===== src/hw/rtl/v3au_pkg.sv =====
// Shared types, constants and helper functions of the vector arithmetic unit.
// Used by the top level and by the square root and divider pipelines.
// No dependencies.
package v3au_pkg;

   localparam int DATA_W      = 32;
   localparam int FRAC_W      = 16;
   localparam int SQ_IN_W     = 2 * DATA_W;
   localparam int SQ_ROOT_W   = DATA_W;
   localparam int SQRT_STAGES = SQ_ROOT_W;
   localparam int DIV_STAGES  = FRAC_W + 1;
   localparam int SIDE_DEPTH  = 1 + SQRT_STAGES + DIV_STAGES;
   localparam int PIPE_DEPTH  = 3 + SQRT_STAGES + DIV_STAGES + 1;

   localparam logic [3:0] MODE_ADD    = 4'd0;
   localparam logic [3:0] MODE_SUB    = 4'd1;
   localparam logic [3:0] MODE_ADDS   = 4'd2;
   localparam logic [3:0] MODE_SUBS   = 4'd3;
   localparam logic [3:0] MODE_SCALE  = 4'd4;
   localparam logic [3:0] MODE_NEG    = 4'd5;
   localparam logic [3:0] MODE_CROSS  = 4'd6;
   localparam logic [3:0] MODE_DOT    = 4'd7;
   localparam logic [3:0] MODE_MAG    = 4'd8;
   localparam logic [3:0] MODE_UNIT   = 4'd9;
   localparam logic [3:0] MODE_EQUALS = 4'd10;

   typedef struct packed {
      logic [3:0]               mode;
      logic signed [DATA_W-1:0] a_x;
      logic signed [DATA_W-1:0] a_y;
      logic signed [DATA_W-1:0] a_z;
      logic signed [DATA_W-1:0] b_x;
      logic signed [DATA_W-1:0] b_y;
      logic signed [DATA_W-1:0] b_z;
      logic signed [DATA_W-1:0] scalar_in;
   } req_word_type;

   typedef struct packed {
      logic signed [DATA_W-1:0] r_x;
      logic signed [DATA_W-1:0] r_y;
      logic signed [DATA_W-1:0] r_z;
      logic signed [DATA_W-1:0] scalar_out;
      logic                     is_equal;
      logic                     zero_vector;
   } rsp_word_type;

   // Clamps a wide signed value to the signed DATA_W-bit range.
   function automatic logic signed [DATA_W-1:0] sat_q(input logic signed [65:0] v);
      logic all_ones;
      logic all_zeros;
      all_ones  = &v[65:DATA_W-1];
      all_zeros = ~|v[65:DATA_W-1];
      if (all_ones || all_zeros) begin
         return v[DATA_W-1:0];
      end else if (v[65]) begin
         return {1'b1, {(DATA_W-1){1'b0}}};
      end else begin
         return {1'b0, {(DATA_W-1){1'b1}}};
      end
   endfunction

endpackage


===== src/hw/rtl/v3au_div.sv =====
// Pipelined divider for one unit vector component: (|c| << FRAC_W) / m with
// the sign of c restored. One quotient bit per register stage. Uses v3au_pkg.
module v3au_div import v3au_pkg::*; (
   input  logic                     clock,
   input  logic signed [DATA_W-1:0] comp,
   input  logic [DATA_W-1:0]        divisor,
   output logic signed [DATA_W-1:0] quot
);

   logic [DATA_W-1:0]     rem_ff  [DIV_STAGES];
   logic [DIV_STAGES-1:0] bits_ff [DIV_STAGES];
   logic [DIV_STAGES-1:0] q_ff    [DIV_STAGES];
   logic [DATA_W-1:0]     div_ff  [DIV_STAGES];
   logic                  neg_ff  [DIV_STAGES];

   logic [DATA_W-1:0] abs_c;
   logic [DATA_W-1:0] q_ext;

   assign abs_c = comp[DATA_W-1] ? DATA_W'(-comp) : DATA_W'(comp);

   for (genvar k = 0; k < DIV_STAGES; k++) begin : g_stage
      logic [DATA_W-1:0]     rem_prev;
      logic [DIV_STAGES-1:0] bits_prev;
      logic [DIV_STAGES-1:0] q_prev;
      logic [DATA_W-1:0]     div_prev;
      logic                  neg_prev;
      logic [DATA_W:0]       trial;
      logic [DATA_W-1:0]     rem_in;
      logic                  qbit;

      // The quotient never exceeds one in Q format, so the top numerator
      // bits already form a remainder below the divisor.
      if (k == 0) begin : g_first
         assign rem_prev  = {1'b0, abs_c[DATA_W-1:1]};
         assign bits_prev = {abs_c[0], {(DIV_STAGES-1){1'b0}}};
         assign q_prev    = '0;
         assign div_prev  = divisor;
         assign neg_prev  = comp[DATA_W-1];
      end else begin : g_next
         assign rem_prev  = rem_ff[k-1];
         assign bits_prev = bits_ff[k-1];
         assign q_prev    = q_ff[k-1];
         assign div_prev  = div_ff[k-1];
         assign neg_prev  = neg_ff[k-1];
      end

      always_comb begin
         trial = {rem_prev, bits_prev[DIV_STAGES-1]};
         if (trial >= {1'b0, div_prev}) begin
            rem_in = DATA_W'(trial - {1'b0, div_prev});
            qbit   = 1'b1;
         end else begin
            rem_in = trial[DATA_W-1:0];
            qbit   = 1'b0;
         end
      end

      always_ff @(posedge clock) begin
         rem_ff[k]  <= rem_in;
         bits_ff[k] <= {bits_prev[DIV_STAGES-2:0], 1'b0};
         q_ff[k]    <= {q_prev[DIV_STAGES-2:0], qbit};
         div_ff[k]  <= div_prev;
         neg_ff[k]  <= neg_prev;
      end
   end

   assign q_ext = {{(DATA_W-DIV_STAGES){1'b0}}, q_ff[DIV_STAGES-1]};
   assign quot  = neg_ff[DIV_STAGES-1] ? DATA_W'(-q_ext) : q_ext;

endmodule


===== config.mk =====
export PLATFORM = sky130hd
export DESIGN_NAME = v3au_div
export DESIGN_NICKNAME = d
export VERILOG_FILES = /design/src/hw/rtl/v3au_pkg.sv /design/src/hw/rtl/v3au_div.sv
export SDC_FILE = /design/constraint.sdc
export NUM_CORES = 2
export LEC_CHECK = 0
export BUFFER_PORTS_ARGS = -buffer_cell sky130_fd_sc_hd__buf_2
export CAP_MARGIN = 30
export CORE_MARGIN = 10
export CORE_UTILIZATION = 45
export DETAILED_ROUTE_END_ITERATION = 12
export PLACE_DENSITY_LB_ADDON = 0.3
export SLEW_MARGIN = 20
export SYNTH_ARGS = -nofsm -noshare
export SYNTH_HDL_FRONTEND = slang
export SYNTH_SLANG_ARGS = --single-unit

===== constraint.sdc =====
create_clock -name clock -period 4.85 [get_ports clock]
set_input_delay 0.7275 -clock clock [delete_from_list [all_inputs] [get_ports clock]]
set_output_delay 0.7275 -clock clock [all_outputs]
set_load 0.05 [all_outputs]

==> results by stage <==
Status:
- The run finished with clean final reports.

Hold path:
- The kind of path behind the tightest hold check is in2reg.

Synth:
- The number of nets in the synthesized netlist is 7,075.
- Synthesis instantiated 99 different standard cells from the library.
- The number of enable flip-flop cells after synthesis is 0.
- For this run, the number of Yosys warnings is 0.
- The cell area after technology mapping is ~59,000 sq um.
- The synthesized area per cell is slightly above 9 sq um.
- The prevailing post-synth register cell is dfxtp_1.
- In this run, synthesis produced a sequential element count of 1,194.
- The portion of the post-synthesis area used by sequential elements is 40.75%.
- The synthesized instance count is 6,449.
- The async set-or-reset flop fraction in the synthesized netlist is 0%.

Power:
- The relative contribution of the clock network to total power is ~20%.
- In this run the static leakage power is 30.93 nW.
- In this run switching power makes up approximately 39% of total power.
- The power spent charging and discharging nets is 19.84 mW.
- Combinational logic burns approximately 51% of the power.
- In this run, flip-flops and latches consume 29.2% of the power.
- In this run the power density over the cells is 766.1 nW/um^2.
- The internal power of the cells totals slightly above 30 mW.
- The worst-case IR drop observed on VDD is 385.8 uV.

Global routing:
- The global-route wire length before repair is about 220,000 um.
- Entering global routing, the biggest net connects 63 pins.
- The number of global-route vias before repair is ~44,000.
- The initial antenna violation count is 1.
- The total global routing track utilization is between 10% and 20%.
- The total overflow left after global routing is 0.

Drt:
- Wire segments on met2 add up to 71,790 um in the final route.
- The first routing iteration left around 2,300 violations.
- Dividing the detail-routed wire length by the instance count gives 16.56 um.
- In the routed layout, each cell is associated on average with a via count of 5.255.
- The pre-antenna-repair detailed-routing pass consisted of 6 iterations.
- The routed design has 139,500 um of wire.
- The residual antenna-violating net count after detailed routing is 0.
- After detailed routing, the number of remaining DRC violations is 0.
- For this block, the via count after detailed routing is 44,255.
- After detailed routing, no signal wire sits above met4.
- The met3 wirelength from detailed routing is 4677 um.
- In the final routing, the length of wire on met1 measures 56,570 um.

Critical path:
- Among the stages of the critical path, the cell type that occurs most often is a21oi_1.
- The arrival time of data at the critical path endpoint is 4.84 ns.
- The data required time at the worst endpoint is about 5.5 ns.
- The signal on the critical path passes through inv_1 -> ha_1 -> o21ai_0 -> nor2b_1 -> o31ai_2 -> a21oi_1 -> or4b_1 -> a21oi_1 -> o21ai_1 -> nand2_2 -> buf_4 -> nor2_1 -> a21oi_1.
- The family of cells with the greatest summed delay on the critical path is compound AO/OA/AOI/OAI gates.
- The setup path with the least slack is of type reg2reg.
- The largest single stage delay on the critical path is 0.61 ns.
- The category of the worst setup path capture point is a flip-flop.
- The buffers plus inverters on the worst setup path is 2.
- On the critical path, the stage with the largest delay is an instance of or4b_1.
- The largest fanout of any net on the critical path is 29.
- The worst setup path is launched from a flip-flop.

Cells and area:
- The final net count is 7,201.
- Once layout is complete, the utilization of the core stands at about half.
- The signed area change from the synthesized netlist to the final layout is 12.22%.
- The filler cells instantiated in the layout total about 12,000.
- The final non-filler cell total is ~8,400.
- The fraction of layout instances using a drive strength above 1 is 9.762%.
- The finished cells cover 65,830 sq um.

Placed design:
- The placement-stage cell area is 61,250 sq um.
- After detailed placement, the design holds a cell count of roughly 8,200.
- The number of buffers inserted by port buffering is 96.
- Summed over all nets, the half-perimeter wirelength after detailed placement is between 100,000 and 150,000 um.
- The weighted congestion reported at the end of routability-driven placement is approximately 0.92.

Die:
- The row count is 132.
- The initial standard-cell utilization of the core is 45.30%.
- The standard cell core area is roughly 130,000 sq um.
- For this design the top-level I/O count stands at 97.
- The die is between 300 and 400 um wide.
- The floorplan step defined a die boundary enclosing 145,200 sq um.
- The die boundary height is 381.0 um.

Clock network:
- The number of gates resized after cts is 0.
- The number of CTS-inserted buffers is 131.
- TritonCTS built the clock tree.
- The clock tree root driver cell is clkbuf_16.
- The maximum level of the CTS H-tree is 4.
- The insertion delay of the later-clocked pin in the worst-skew pair is 0.77 ns.
- The register clock-pin slew on the reported worst setup and hold paths is 0.06 ns.
- The clock net in this run drives a total of 1,194 sinks.
- The maximum count of clock buffers along a single path is 3.
- In this run the post-CTS setup repair buffer count came out at 0.
- The post-cts hold buffer count is 0.

Timing:
- The number of failing setup endpoints in the final timing report is 0.
- The achievable frequency is 0.2376 GHz.
- At the pin with the least slew margin, the transition time is 0.8245 ns.
- The smallest clock period supported by the final layout is computed as 4.209 ns.
- The final critical path takes up 86.78% of the cycle.
- Setup repair after global routing left no endpoint under its margin.
- The worst slew slack as a fraction of its limit is 43.61%.
- The final-report hold violation count is 0.
- The final max-slew violation count is 0.
- Clock skew on the completed layout was measured at 0.04907 ns.
- The aggregate negative setup slack is 0 ns.
- The worst hold-check slack is 0.08753 ns.

Job:
- Across the run, the number of max-cap violations was 0.
layout make-up:
type | instances | area [sq um] | share of cell area [%]
timing repair buffer | 172 | 1199 | 1.821
antenna | 1 | 2.502 | 0.003801
clock inverter | 51 | 750.7 | 1.140
sequential | 1194 | 23900 | 36.31
clock buffer | 186 | 3785 | 5.750
tap | 1742 | 2180 | 3.311
multi-input combinational | 4409 | 31500 | 47.86
inverter | 667 | 2504 | 3.803
kinds of logic after synthesis:
kind of cell	after synthesis	share of synthesized area [%]
adder cells (fa/ha/maj)	561	12.17
XOR/XNOR	490	7.316
AO/OA/AOI/OAI	1739	18.48
flip-flops	1194	40.75
buffers and inverters	846	5.682
AND/OR/NAND/NOR	1413	11.41
multiplexers	206	4.189
cell usage after synthesis (all sizes together), types with 8 or more instances:
master,number,area [sq um]
nor3,76,385.4
a31oi,60,390.4
dfxtp,1194,23900
nor2,395,1483
or2,15,93.84
o2111ai,9,85.08
inv,667,2504
nand3,111,555.5
a211oi,45,350.3
and4,12,105.1
and2,24,150.1
a221oi,11,96.34
nor3b,9,67.56
nor2b,72,450.4
o21bai,64,480.5
fa,16,320.3
o41ai,11,103.9
o21a,69,518.0
o31ai,34,260.3
a21boi,15,112.6
clkbuf,129,484.2
a21oi,613,3072
a211o,18,157.7
xor2,176,1541
a21o,306,2298
mux2,199,2387
o211ai,13,97.59
buf,50,345.3
a31o,11,96.34
nand4,92,575.6
xnor2,314,2750
nand2b,72,450.4
ha,545,6819
and3,36,230.2
a41o,10,111.4
o21ai,373,1878
or3,25,156.4
or4,9,71.32
o22ai,8,56.30
o221ai,9,78.83
nor4,21,137.6
nand2,421,1583
layout by cell type, fill, tap and decap left out, types with 12 or more instances in the layout:
| cell type | count |
|---|---|
| dfxtp_1 | 1194 |
| inv_1 | 666 |
| a21oi_1 | 612 |
| ha_1 | 545 |
| nand2_1 | 419 |
| nor2_1 | 395 |
| o21ai_0 | 355 |
| xnor2_1 | 314 |
| a21o_1 | 305 |
| xor2_1 | 176 |
| mux2_2 | 159 |
| clkbuf_16 | 131 |
| nand3_1 | 111 |
| buf_2 | 96 |
| nand4_1 | 92 |
| nor3_1 | 75 |
| nand2b_1 | 72 |
| nor2b_1 | 72 |
| o21a_1 | 68 |
| buf_4 | 65 |
| o21bai_1 | 63 |
| a31oi_1 | 58 |
| a211oi_1 | 44 |
| mux2_4 | 39 |
| and3_1 | 35 |
| o31ai_1 | 33 |
| clkbuf_8 | 30 |
| or3_1 | 25 |
| clkbuf_1 | 25 |
| and2_1 | 24 |
| nor4_1 | 20 |
| clkinv_2 | 18 |
| a211o_1 | 17 |
| fa_1 | 16 |
| or2_2 | 15 |
| a21boi_0 | 14 |
| o211ai_1 | 13 |
| o21ai_1 | 13 |
| and4_1 | 12 |
final timing paths:
check | start | to | slack [ns] | depth (start not counted)
worst min register to register | q_ff[0][258] | q_ff[0][276] | 0.32 | 0
worst min-delay path | divisor[29] | div_ff[0][29] | 0.09 | 1
worst max-delay path | div_ff[0][134] | rem_ff[0][189] | 0.64 | 13
worst max register to register | div_ff[0][134] | rem_ff[0][189] | 0.64 | 13
stage by stage:
step           setup slack, ns  power (mW)
2_1_floorplan           0.3627       34.29
6_report                0.6413       50.43
4_1_cts                 0.6266       50.62
3_5_place_dp         -0.004799       40.11
3_3_place_gp          -0.06710       39.68
5_1_grt                 0.3161       54.21
layer usage:
layer	GRT usage [%]	up-vias
met5	0	-
met3	2.606	313
met4	8.914	0
met2	35.19	830
met1	20.15	20587
li1	-	22525
sequential cells by signal, summed over array words and instances, names as in the netlist:
register / cells
div_ff: 512
neg_ff: 17
q_ff: 153
rem_ff: 512
power by group through the flow:
| stage | clock network (mW) | logic (mW) | registers (mW) |
|---|---|---|---|
| finish | 10.2 | 25.5 | 14.7 |
| global route | 10.9 | 28.3 | 15.0 |
| CTS | 10.5 | 25.4 | 14.8 |
| detailed placement | 0 | 25.2 | 14.9 |
| global placement | 0 | 24.8 | 14.9 |
| floorplan | 0 | 20.0 | 14.3 |
No activity file was read; power rests on OpenSTA's default activity.
